`src/sv/hsdf_pkg.sv`:
```
`default_nettype none
package hsdf_pkg;
  localparam int MAX_KEPT_DEF   = 16;
  localparam int COORD_BITS_DEF = 11;
  localparam int SLOPE_W        = 37;
  localparam int ICPT_W         = 64;
  localparam int CFG_AW         = 4;

  localparam logic [SLOPE_W-1:0] VERTICAL_SLOPE = 37'd65536000000;

  localparam logic [CFG_AW-1:0] REG_MIN_ABS   = 4'h0;
  localparam logic [CFG_AW-1:0] REG_MIN_ANGLE = 4'h4;
  localparam logic [CFG_AW-1:0] REG_DUP_SLOPE = 4'h8;
  localparam logic [CFG_AW-1:0] REG_DUP_ICPT  = 4'hC;

  typedef enum logic [2:0] {
    VERDICT_KEPT      = 3'd0,
    VERDICT_FLAT      = 3'd1,
    VERDICT_ANGLE     = 3'd2,
    VERDICT_DUPLICATE = 3'd3,
    VERDICT_FULL      = 3'd4
  } verdict_t;

  typedef enum logic [1:0] {
    FS_IDLE,
    FS_DIV,
    FS_ICPT,
    FS_PUSH
  } front_state_t;

  typedef enum logic [1:0] {
    BS_IDLE,
    BS_SCAN,
    BS_DECIDE,
    BS_OUT
  } back_state_t;

  // Thresholds held by the register file and used by both halves.
  typedef struct packed {
    logic [19:0] min_abs_slope;
    logic [19:0] min_angle_slope;
    logic [19:0] dup_slope_tol;
    logic [31:0] dup_icpt_tol;
  } cfg_t;
endpackage
`default_nettype wire

```
`src/sv/hsdf_ram.sv`:
```
`default_nettype none
module hsdf_ram #(
  parameter int WIDTH = 8,
  parameter int DEPTH = 16,
  parameter int AW    = (DEPTH > 1) ? $clog2(DEPTH) : 1
) (
  input  wire logic             clk,
  input  wire logic             we,
  input  wire logic [AW-1:0]    waddr,
  input  wire logic [WIDTH-1:0] wdata,
  input  wire logic [AW-1:0]    raddr,
  output logic      [WIDTH-1:0] rdata
);
  logic [WIDTH-1:0] mem [DEPTH];

  always_ff @(posedge clk) begin
    if (we) begin
      mem[waddr] <= wdata;
    end
    rdata <= mem[raddr];
  end
endmodule
`default_nettype wire

```
`src/sv/hsdf_front.sv`:
```
`default_nettype none
// Accepts a segment, divides dy*65536 by dx bit by bit, forms the intercept
// and classifies the slope against the flat and angle thresholds.
module hsdf_front #(
  parameter int COORD_BITS = hsdf_pkg::COORD_BITS_DEF
) (
  input  wire logic                          clk,
  input  wire logic                          rst_n,
  input  wire hsdf_pkg::cfg_t                cfg,
  input  wire logic                          in_valid,
  output logic                               in_stall,
  input  wire logic [COORD_BITS-1:0]         in_x_start,
  input  wire logic [COORD_BITS-1:0]         in_y_start,
  input  wire logic [COORD_BITS-1:0]         in_x_end,
  input  wire logic [COORD_BITS-1:0]         in_y_end,
  input  wire logic                          in_frame_start,
  output logic                               q_push,
  input  wire logic                          q_full,
  output logic [hsdf_pkg::SLOPE_W-1:0]       q_slope,
  output logic [hsdf_pkg::ICPT_W-1:0]        q_icpt,
  output logic [2:0]                         q_verdict,
  output logic                               q_frame
);
  import hsdf_pkg::*;

  localparam int NUM_W = COORD_BITS + 16;
  localparam int CNT_W = $clog2(NUM_W + 1);
  localparam int PW    = SLOPE_W + COORD_BITS + 1;

  front_state_t state_r, state_nxt;
  logic [NUM_W-1:0]      num_r, num_nxt;
  logic [COORD_BITS-1:0] den_r, den_nxt;
  logic [COORD_BITS:0]   rem_r, rem_nxt;
  logic [CNT_W-1:0]      cnt_r, cnt_nxt;
  logic                  neg_r, neg_nxt;
  logic                  vert_r, vert_nxt;
  logic                  frame_r, frame_nxt;
  logic [COORD_BITS-1:0] x1_r, x1_nxt;
  logic [COORD_BITS-1:0] y1_r, y1_nxt;
  logic [SLOPE_W-1:0]    slope_r, slope_nxt;
  logic [ICPT_W-1:0]     icpt_r, icpt_nxt;
  logic [2:0]            verd_r, verd_nxt;

  logic                  accept;
  logic [COORD_BITS:0]   dx_s, dy_s;
  logic [COORD_BITS:0]   rem_sh;
  logic                  fits;
  logic [SLOPE_W-1:0]    slope_c, mag_c;
  logic signed [PW-1:0]  prod_c;

  assign accept = in_valid && !in_stall;
  assign dx_s   = {1'b0, in_x_end} - {1'b0, in_x_start};
  assign dy_s   = {1'b0, in_y_end} - {1'b0, in_y_start};
  assign rem_sh = {rem_r[COORD_BITS-1:0], num_r[NUM_W-1]};
  assign fits   = rem_sh >= {1'b0, den_r};

  always_comb begin
    slope_c = SLOPE_W'(num_r);
    if (vert_r) begin
      slope_c = VERTICAL_SLOPE;
    end else if (neg_r) begin
      slope_c = -SLOPE_W'(num_r);
    end
    mag_c = vert_r ? VERTICAL_SLOPE : SLOPE_W'(num_r);
  end

  // The product needs the full slope width plus the coordinate width.
  assign prod_c = PW'($signed(slope_c)) * PW'($signed({1'b0, x1_r}));

  always_comb begin
    state_nxt = state_r;
    case (state_r)
      FS_IDLE: if (accept) state_nxt = FS_DIV;
      FS_DIV:  if (vert_r || cnt_r == CNT_W'(NUM_W - 1)) state_nxt = FS_ICPT;
      FS_ICPT: state_nxt = FS_PUSH;
      FS_PUSH: if (!q_full) state_nxt = FS_IDLE;
      default: state_nxt = FS_IDLE;
    endcase
  end

  always_comb begin
    num_nxt   = num_r;
    den_nxt   = den_r;
    rem_nxt   = rem_r;
    cnt_nxt   = cnt_r;
    neg_nxt   = neg_r;
    vert_nxt  = vert_r;
    frame_nxt = frame_r;
    x1_nxt    = x1_r;
    y1_nxt    = y1_r;
    slope_nxt = slope_r;
    icpt_nxt  = icpt_r;
    verd_nxt  = verd_r;
    case (state_r)
      FS_IDLE: begin
        if (accept) begin
          den_nxt   = dx_s[COORD_BITS] ? COORD_BITS'(-dx_s) : dx_s[COORD_BITS-1:0];
          num_nxt   = {(dy_s[COORD_BITS] ? COORD_BITS'(-dy_s) : dy_s[COORD_BITS-1:0]),
                       16'd0};
          neg_nxt   = dx_s[COORD_BITS] ^ dy_s[COORD_BITS];
          vert_nxt  = (dx_s == '0);
          rem_nxt   = '0;
          cnt_nxt   = '0;
          frame_nxt = in_frame_start;
          x1_nxt    = in_x_start;
          y1_nxt    = in_y_start;
        end
      end
      FS_DIV: begin
        // Restoring division, one quotient bit per cycle into num_r.
        rem_nxt = fits ? rem_sh - {1'b0, den_r} : rem_sh;
        num_nxt = {num_r[NUM_W-2:0], fits};
        cnt_nxt = cnt_r + CNT_W'(1);
      end
      FS_ICPT: begin
        slope_nxt = slope_c;
        icpt_nxt  = (ICPT_W'(y1_r) << 16) - ICPT_W'(prod_c);
        if (mag_c < SLOPE_W'(cfg.min_abs_slope)) begin
          verd_nxt = VERDICT_FLAT;
        end else if (mag_c < SLOPE_W'(cfg.min_angle_slope)) begin
          verd_nxt = VERDICT_ANGLE;
        end else begin
          verd_nxt = VERDICT_KEPT;
        end
      end
      default: ;
    endcase
  end

  always_ff @(posedge clk) begin
    if (!rst_n) begin
      state_r <= FS_IDLE;
    end else begin
      state_r <= state_nxt;
    end
    num_r   <= num_nxt;
    den_r   <= den_nxt;
    rem_r   <= rem_nxt;
    cnt_r   <= cnt_nxt;
    neg_r   <= neg_nxt;
    vert_r  <= vert_nxt;
    frame_r <= frame_nxt;
    x1_r    <= x1_nxt;
    y1_r    <= y1_nxt;
    slope_r <= slope_nxt;
    icpt_r  <= icpt_nxt;
    verd_r  <= verd_nxt;
  end

  assign in_stall  = (state_r != FS_IDLE);
  assign q_push    = (state_r == FS_PUSH) && !q_full;
  assign q_slope   = slope_r;
  assign q_icpt    = icpt_r;
  assign q_verdict = verd_r;
  assign q_frame   = frame_r;
endmodule
`default_nettype wire

```
`src/sv/hsdf_queue.sv`:
```
`default_nettype none
module hsdf_queue #(
  parameter int WIDTH = 8
) (
  input  wire logic             clk,
  input  wire logic             rst_n,
  input  wire logic             push,
  input  wire logic [WIDTH-1:0] wdata,
  output logic                  full,
  input  wire logic             pop,
  output logic                  not_empty,
  output logic [WIDTH-1:0]      rdata
);
  logic [WIDTH-1:0] slot_r [2];
  logic [1:0]       cnt_r, cnt_nxt;
  logic             wp_r, rp_r;

  assign full      = cnt_r == 2'd2;
  assign not_empty = cnt_r != 2'd0;
  assign rdata     = slot_r[rp_r];

  always_comb begin
    cnt_nxt = cnt_r + 2'(push) - 2'(pop);
  end

  always_ff @(posedge clk) begin
    if (!rst_n) begin
      cnt_r <= '0;
      wp_r  <= 1'b0;
      rp_r  <= 1'b0;
    end else begin
      cnt_r <= cnt_nxt;
      if (push) wp_r <= !wp_r;
      if (pop)  rp_r <= !rp_r;
    end
    if (push) slot_r[wp_r] <= wdata;
  end
endmodule
`default_nettype wire

```
`src/sv/hsdf_back.sv`:
```
`default_nettype none
// Scans the kept table for a duplicate, appends or rejects, and holds
// the verdict in the output register until taken.
module hsdf_back #(
  parameter int MAX_KEPT = hsdf_pkg::MAX_KEPT_DEF
) (
  input  wire logic                         clk,
  input  wire logic                         rst_n,
  input  wire hsdf_pkg::cfg_t               cfg,
  input  wire logic                         q_valid,
  output logic                              q_pop,
  input  wire logic [hsdf_pkg::SLOPE_W-1:0] q_slope,
  input  wire logic [hsdf_pkg::ICPT_W-1:0]  q_icpt,
  input  wire logic [2:0]                   q_verdict,
  input  wire logic                         q_frame,
  output logic                              out_valid,
  input  wire logic                         out_stall,
  output logic                              out_kept,
  output logic [2:0]                        out_verdict,
  output logic [hsdf_pkg::SLOPE_W-1:0]      out_slope_q16,
  output logic [4:0]                        out_kept_count
);
  import hsdf_pkg::*;

  localparam int AW = (MAX_KEPT > 1) ? $clog2(MAX_KEPT) : 1;
  localparam int CW = $clog2(MAX_KEPT + 1);

  back_state_t state_r, state_nxt;
  logic [CW-1:0]      count_r, count_nxt;
  logic [CW-1:0]      idx_r, idx_nxt;
  logic               rd_ok_r, rd_ok_nxt;
  logic               dup_r, dup_nxt;
  logic [SLOPE_W-1:0] slope_r, slope_nxt;
  logic [ICPT_W-1:0]  icpt_r, icpt_nxt;
  logic [2:0]         verd_r, verd_nxt;
  logic               ov_r, ov_nxt;

  logic               we;
  logic [AW-1:0]      raddr;
  logic [47:0]        rd_slope;
  logic [ICPT_W-1:0]  rd_icpt;
  logic [47:0]        ds;
  logic [ICPT_W-1:0]  di;
  logic               hit;

  assign raddr = AW'(idx_r);
  assign we    = (state_r == BS_DECIDE) && (verd_nxt == VERDICT_KEPT);

  hsdf_ram #(.WIDTH(48), .DEPTH(MAX_KEPT)) u_slope_ram (
    .clk(clk), .we(we), .waddr(AW'(count_r)), .wdata(48'($signed(slope_r))),
    .raddr(raddr), .rdata(rd_slope)
  );
  hsdf_ram #(.WIDTH(ICPT_W), .DEPTH(MAX_KEPT)) u_icpt_ram (
    .clk(clk), .we(we), .waddr(AW'(count_r)), .wdata(icpt_r),
    .raddr(raddr), .rdata(rd_icpt)
  );

  always_comb begin
    ds  = 48'($signed(slope_r)) - rd_slope;
    di  = icpt_r - rd_icpt;
    if (ds[47]) ds = -ds;
    if (di[ICPT_W-1]) di = -di;
    hit = (ds < 48'(cfg.dup_slope_tol)) && (di < ICPT_W'(cfg.dup_icpt_tol));
  end

  always_comb begin
    state_nxt = state_r;
    case (state_r)
      BS_IDLE: if (q_valid) begin
        state_nxt = (q_verdict == VERDICT_KEPT) ? BS_SCAN : BS_OUT;
      end
      BS_SCAN: if (dup_nxt || (idx_r == count_r && !rd_ok_r) ||
                   (rd_ok_r && idx_r == count_r)) state_nxt = BS_DECIDE;
      BS_DECIDE: state_nxt = BS_OUT;
      BS_OUT: if (!out_stall) state_nxt = BS_IDLE;
      default: state_nxt = BS_IDLE;
    endcase
  end

  always_comb begin
    count_nxt = count_r;
    idx_nxt   = idx_r;
    rd_ok_nxt = 1'b0;
    dup_nxt   = dup_r;
    slope_nxt = slope_r;
    icpt_nxt  = icpt_r;
    verd_nxt  = verd_r;
    ov_nxt    = 1'b0;
    q_pop     = 1'b0;
    case (state_r)
      BS_IDLE: begin
        if (q_valid) begin
          q_pop     = 1'b1;
          slope_nxt = q_slope;
          icpt_nxt  = q_icpt;
          verd_nxt  = q_verdict;
          dup_nxt   = 1'b0;
          idx_nxt   = '0;
          if (q_frame) count_nxt = '0;
          ov_nxt    = (q_verdict != VERDICT_KEPT);
        end
      end
      BS_SCAN: begin
        // Read data of entry idx_r-1 is present when rd_ok_r is set.
        if (rd_ok_r && hit) dup_nxt = 1'b1;
        if (idx_r != count_r) begin
          idx_nxt   = idx_r + CW'(1);
          rd_ok_nxt = 1'b1;
        end
      end
      BS_DECIDE: begin
        if (dup_r) begin
          verd_nxt = VERDICT_DUPLICATE;
        end else if (count_r == CW'(MAX_KEPT)) begin
          verd_nxt = VERDICT_FULL;
        end else begin
          verd_nxt  = VERDICT_KEPT;
          count_nxt = count_r + CW'(1);
        end
        ov_nxt = 1'b1;
      end
      BS_OUT: ov_nxt = out_stall;
      default: ;
    endcase
  end

  always_ff @(posedge clk) begin
    if (!rst_n) begin
      state_r <= BS_IDLE;
      count_r <= '0;
      ov_r    <= 1'b0;
      rd_ok_r <= 1'b0;
    end else begin
      state_r <= state_nxt;
      count_r <= count_nxt;
      ov_r    <= ov_nxt;
      rd_ok_r <= rd_ok_nxt;
    end
    idx_r   <= idx_nxt;
    dup_r   <= dup_nxt;
    slope_r <= slope_nxt;
    icpt_r  <= icpt_nxt;
    verd_r  <= verd_nxt;
  end

  assign out_valid      = ov_r;
  assign out_kept       = (verd_r == VERDICT_KEPT);
  assign out_verdict    = verd_r;
  assign out_slope_q16  = slope_r;
  assign out_kept_count = 5'(count_r);
endmodule
`default_nettype wire

```
`src/sv/hough_segment_dedup_filter.sv`:
```
`default_nettype none
// Channel | Direction | Handshake           | Payload
// in      | input     | in_valid/in_stall   | x_start y_start x_end y_end frame_start
// out     | output    | out_valid/out_stall | kept verdict slope_q16 kept_count
// cfg     | input     | APB psel/penable    | four threshold registers
//
// The front stalls its input from one accepted item until it has pushed the result (one
// quotient bit per cycle of the slope divider); a vertical segment skips the divider.
// The back scans the kept table for a candidate; a rejected one skips the scan.
// Front and back overlap through a two-entry queue.
// Reset is synchronous; kept table contents are undefined until written.
// A stalled output holds the result; the front keeps working until the queue fills.
module hough_segment_dedup_filter
  import hsdf_pkg::*;
#(
  parameter int MAX_KEPT   = MAX_KEPT_DEF,
  parameter int COORD_BITS = COORD_BITS_DEF
) (
  input  wire logic                  clk,
  input  wire logic                  rst_n,
  input  wire logic                  in_valid,
  output logic                       in_stall,
  input  wire logic [COORD_BITS-1:0] in_x_start,
  input  wire logic [COORD_BITS-1:0] in_y_start,
  input  wire logic [COORD_BITS-1:0] in_x_end,
  input  wire logic [COORD_BITS-1:0] in_y_end,
  input  wire logic                  in_frame_start,
  output logic                       out_valid,
  input  wire logic                  out_stall,
  output logic                       out_kept,
  output logic [2:0]                 out_verdict,
  output logic signed [SLOPE_W-1:0]  out_slope_q16,
  output logic [4:0]                 out_kept_count,
  input  wire logic                  cfg_psel,
  input  wire logic                  cfg_penable,
  input  wire logic                  cfg_pwrite,
  input  wire logic [CFG_AW-1:0]     cfg_paddr,
  input  wire logic [31:0]           cfg_pwdata,
  output logic [31:0]                cfg_prdata,
  output logic                       cfg_pready
);
  localparam int QW = SLOPE_W + ICPT_W + 4;

  cfg_t cfg_r;
  logic wr;

  logic               f_push, q_full, q_ne, q_pop;
  logic [SLOPE_W-1:0] f_slope;
  logic [ICPT_W-1:0]  f_icpt;
  logic [2:0]         f_verd;
  logic               f_frame;
  logic [QW-1:0]      q_rd;

  assign cfg_pready = 1'b1;
  assign wr = cfg_psel && cfg_penable && cfg_pwrite;

  always_ff @(posedge clk) begin
    if (!rst_n) begin
      cfg_r.min_abs_slope   <= 20'd6554;
      cfg_r.min_angle_slope <= 20'd23853;
      cfg_r.dup_slope_tol   <= 20'd11796;
      cfg_r.dup_icpt_tol    <= 32'd3276800;
    end else if (wr) begin
      case (cfg_paddr)
        REG_MIN_ABS:   cfg_r.min_abs_slope   <= cfg_pwdata[19:0];
        REG_MIN_ANGLE: cfg_r.min_angle_slope <= cfg_pwdata[19:0];
        REG_DUP_SLOPE: cfg_r.dup_slope_tol   <= cfg_pwdata[19:0];
        REG_DUP_ICPT:  cfg_r.dup_icpt_tol    <= cfg_pwdata;
        default: ;
      endcase
    end
  end

  always_comb begin
    case (cfg_paddr)
      REG_MIN_ABS:   cfg_prdata = 32'(cfg_r.min_abs_slope);
      REG_MIN_ANGLE: cfg_prdata = 32'(cfg_r.min_angle_slope);
      REG_DUP_SLOPE: cfg_prdata = 32'(cfg_r.dup_slope_tol);
      REG_DUP_ICPT:  cfg_prdata = cfg_r.dup_icpt_tol;
      default:       cfg_prdata = '0;
    endcase
  end

  hsdf_front #(.COORD_BITS(COORD_BITS)) u_front (
    .clk(clk), .rst_n(rst_n), .cfg(cfg_r),
    .in_valid(in_valid), .in_stall(in_stall),
    .in_x_start(in_x_start), .in_y_start(in_y_start),
    .in_x_end(in_x_end), .in_y_end(in_y_end), .in_frame_start(in_frame_start),
    .q_push(f_push), .q_full(q_full),
    .q_slope(f_slope), .q_icpt(f_icpt), .q_verdict(f_verd), .q_frame(f_frame)
  );

  hsdf_queue #(.WIDTH(QW)) u_queue (
    .clk(clk), .rst_n(rst_n), .push(f_push),
    .wdata({f_slope, f_icpt, f_verd, f_frame}), .full(q_full),
    .pop(q_pop), .not_empty(q_ne), .rdata(q_rd)
  );

  hsdf_back #(.MAX_KEPT(MAX_KEPT)) u_back (
    .clk(clk), .rst_n(rst_n), .cfg(cfg_r),
    .q_valid(q_ne), .q_pop(q_pop),
    .q_slope(q_rd[QW-1 -: SLOPE_W]), .q_icpt(q_rd[ICPT_W+3 -: ICPT_W]),
    .q_verdict(q_rd[3:1]), .q_frame(q_rd[0]),
    .out_valid(out_valid), .out_stall(out_stall), .out_kept(out_kept),
    .out_verdict(out_verdict), .out_slope_q16(out_slope_q16),
    .out_kept_count(out_kept_count)
  );
endmodule
`default_nettype wire

```
`config.mk`:
```
export PLATFORM = sky130hd
export DESIGN_NAME = hough_segment_dedup_filter
export DESIGN_NICKNAME = d
export VERILOG_FILES = /design/src/sv/hsdf_pkg.sv /design/src/sv/hsdf_ram.sv /design/src/sv/hsdf_front.sv /design/src/sv/hsdf_queue.sv /design/src/sv/hsdf_back.sv /design/src/sv/hough_segment_dedup_filter.sv
export SDC_FILE = /design/constraint.sdc
export NUM_CORES = 2
export LEC_CHECK = 0
export ABC_AREA = 0
export BUFFER_PORTS_ARGS = -buffer_cell sky130_fd_sc_hd__clkbuf_2
export CORE_MARGIN = 2
export CORE_UTILIZATION = 49
export CTS_BUF_LIST = sky130_fd_sc_hd__clkbuf_16
export CTS_CLUSTER_SIZE = 25
export DETAILED_ROUTE_END_ITERATION = 8
export GPL_TIMING_DRIVEN = 0
export SLEW_MARGIN = 0
export SYNTH_ARGS = -nofsm -noshare
export SYNTH_HDL_FRONTEND = slang
export SYNTH_SLANG_ARGS = --single-unit
```
`constraint.sdc`:
```
create_clock -name clk -period 12.43 [get_ports clk]
set_input_delay 1.243 -clock clk [delete_from_list [all_inputs] [get_ports clk]]
set_output_delay 1.243 -clock clk [all_outputs]
set_load 0.1 [all_outputs]
```
==> flow_summary.ini <==
[drt]
drt_iter0_markers = 5794
dr.pass1.iters = 6
vias = 60210
wirelength_um = 278000
antenna_left = 0
viasPerCell = 5.91
wl_per_cell_um = 27.3
drc = 0

[clock_tree]
clk_latency_ps = 880
post_cts_buffers = 0
hold_buffers = 0
root_buffer = clkbuf_16
clkTransAtPathRegs_ps = 60
cts_buffers = 204
cts_tree = yes
numClockSinks = 2031
htree_levels = 4
clk_path_buf_depth = 3
post_cts_resized = 0

[setup_path]
crit_path_start_kind = register
end_kind = register
path_buf_inv = 3
worst_ep_arrival_time_ps = 11400
critPathKind = reg2reg
worstPathRequired_ps = 13000
cp_top_family = adder cells
max_stage_delay_ps = 760
critPathSlowestCell = o31ai_2
cp_max_fo = 10
worst_path_most_repeated_cell = fa_1

[yosys]
ys_warn_count = 0
synth_top_area_share_pct = 54.5
synthCells = 6835
synth_largest_area_cell = edfxtp_1
synth.area.top_cells = edfxtp_1 54%, mux4_2 9.7%, fa_1 7.2%, ha_1 4.7%, dfxtp_1 3.9%
synth-edff-count = 1832
ys.flop_type = edfxtp_1
ys_seq_elements = 2031
synth_cell_types = 101
syn_area_per_cell_um2 = 14.8
async_reset_ff_share_pct = 0
synth_nets = 7663
syn-cell-area_mm2 = 0.101
ys_seq_area_share_pct = 58.4

[finish]
syn2layout_area_growth_pct = 12.4
regArea_mm2 = 0.0590
n_fill_cell = 16676
multi_input_area_mm2 = 0.0388
nNetsFinal = 8140
drive_gt1_share_pct = 15.3
final_area_mm2 = 0.114

[floorplan]
die_h_um = 458
coreArea_mm2 = 0.205
rows = 166
start_util_pct = 49.3
dieArea_mm2 = 0.210
io_pins = 169
fp.dieW_um = 458

[global_routing]
grt_util_all_layers_pct = 26.6
overflow = 0
grt_pass1_wl_um = 407000
grt_max_degree = 68
antenna_found_initial = 18
grt_pass1_vias = 60588

[placed_design]
portBuffers = 167
dp_hpwl_um = 204000
dpl_cell_area_mm2 = 0.107
gp_congestion = 0.944

[sta]
slew-limit-headroom_pct = -10.3
drv_slew = 11
grt_setup_unrepaired = no
fmax_mhz = 92.3
final.setup.tns_ps = 0
finClkSkew_ps = 56.4
fin_crit_sh_pct = 87.1
hold_viol = 0
fin_crit_ps = 10830
setup-violations-final = 0
tightest_slew_ps = 1650

[run_status]
violations = max-capacitance violations, max-slew violations
outcome = finished with violations

[hold_path]
worstHoldPathType = reg2reg

[job]
maxCapViolations = 1
==> layer usage <==
metal  track usage [%]  vias to the layer above  share of wire (%)
met5                 0                        -              0.010
met3              3.22                      422                6.0
met2              42.1                     2113                 47
met1              37.2                    31197                 42
li1                  -                    26474                  -
met4              12.1                        4                4.9
==> state kept, by name (all words and copies together) (netlist names), 27 cells and up, named ones only <==
signal	cells
u_queue.slot_r	180
u_back.icpt_r	50
cfg_r	92
u_front.q_slope	37
u_back.u_icpt_ram.rdata	50
u_back.out_slope_q16	37
u_front.num_r	27
u_back.u_slope_ram.rdata	37
u_front.q_icpt	50
u_back.u_slope_ram.mem	592
u_back.u_icpt_ram.mem	800
==> cells by family (layout without fill, tap and decap cells) <==
group / count (synthesis) / count (layout) / synth area share, %
compound gates: 912 / 912 / 6.02
fa+ha+maj: 740 / 740 / 11.9
simple gates: 1507 / 1507 / 7.51
flops: 2031 / 2031 / 58.4
mux: 540 / 540 / 10.9
other cells: 1 / 6 / 0.00371
buf+inv: 868 / 1525 / 3.25
xor+xnor: 236 / 236 / 2.05
==> metrics by stage <==
step	hold slack, ps	setup WS, ps	cells	util, %
floorplan	421	3580	6835	-
finish	427	1600	10185	55.4
detailed placement	429	1740	9794	52.3
global placement	422	-4910	9690	51.4
CTS	434	1660	10180	55.4
global route	449	1070	10182	55.4
==> synth_stat cells, drive strengths merged (47+ instances only) <==
| cell type | n |
|---|---|
| mux2 | 91 |
| o21ai | 151 |
| nor2 | 213 |
| nor2b | 55 |
| clkbuf | 239 |
| a21o | 90 |
| nor3 | 90 |
| ha | 376 |
| o211ai | 49 |
| and2 | 272 |
| nand3 | 69 |
| mux4 | 435 |
| xor2 | 97 |
| o21a | 47 |
| dfxtp | 199 |
| xnor2 | 139 |
| buf | 61 |
| nand4 | 47 |
| inv | 568 |
| a21oi | 282 |
| nand2 | 548 |
| edfxtp | 1832 |
| fa | 364 |
==> area by class of cell <==
cell class,instances,share of cell area (%)
Timing Repair Buffer,271,2.25
Buffer,300,1.02
Sequential cell,2031,52.0
Inverter,568,1.88
Clock inverter,179,1.14
Clock buffer,207,4.56
Antenna cell,5,0.0110
Multi-Input combinational cell,3936,34.2
Tap cell,2688,2.96
==> path summary, 6_finish.rpt <==
| path | startpoint | endpoint | slack (ps) | cells past startpoint |
|---|---|---|---|---|
| setup / recovery | u_front.num_r[3] | u_front.q_icpt[42] | 1600 | 32 |
| hold / removal | u_front.q_slope[28] | u_queue.slot_r[0][95] | 430 | 0 |
| setup reg to reg | u_front.num_r[3] | u_front.q_icpt[42] | 1600 | 32 |
| hold reg to reg | u_front.q_slope[28] | u_queue.slot_r[0][95] | 430 | 0 |
==> cells in the final DEF (no fill, tap or decap), drive strengths merged, types with 47 or more instances in the layout <==
master  count
xnor2     139
nand2     548
inv       646
o21ai     151
dfxtp     199
edfxtp   1832
a21oi     282
nor2      213
mux2       91
fa        364
nand4      47
o211ai     49
xor2       97
mux4      435
ha        376
nor3       90
nand3      69
and2      272
a21o       90
o21a       47
nor2b      55
clkinv     85
clkbuf    613
buf       165
==> worst reg2reg max path, delay by kind of cell, from the launching register on <==
| kind | cells | cell delay [ps] |
|---|---|---|
| DFF | 1 | 470 |
| buffers and inverters | 3 | 760 |
| and+or+nand+nor | 13 | 2930 |
| AOI/OAI and AO/OA | 7 | 2460 |
| xor gates and xnor gates | 2 | 280 |
| adders and majority gates | 7 | 3590 |
Power is not shown: default switching activity piles up to over one toggle a cycle in this logic, so the estimate is an artifact.
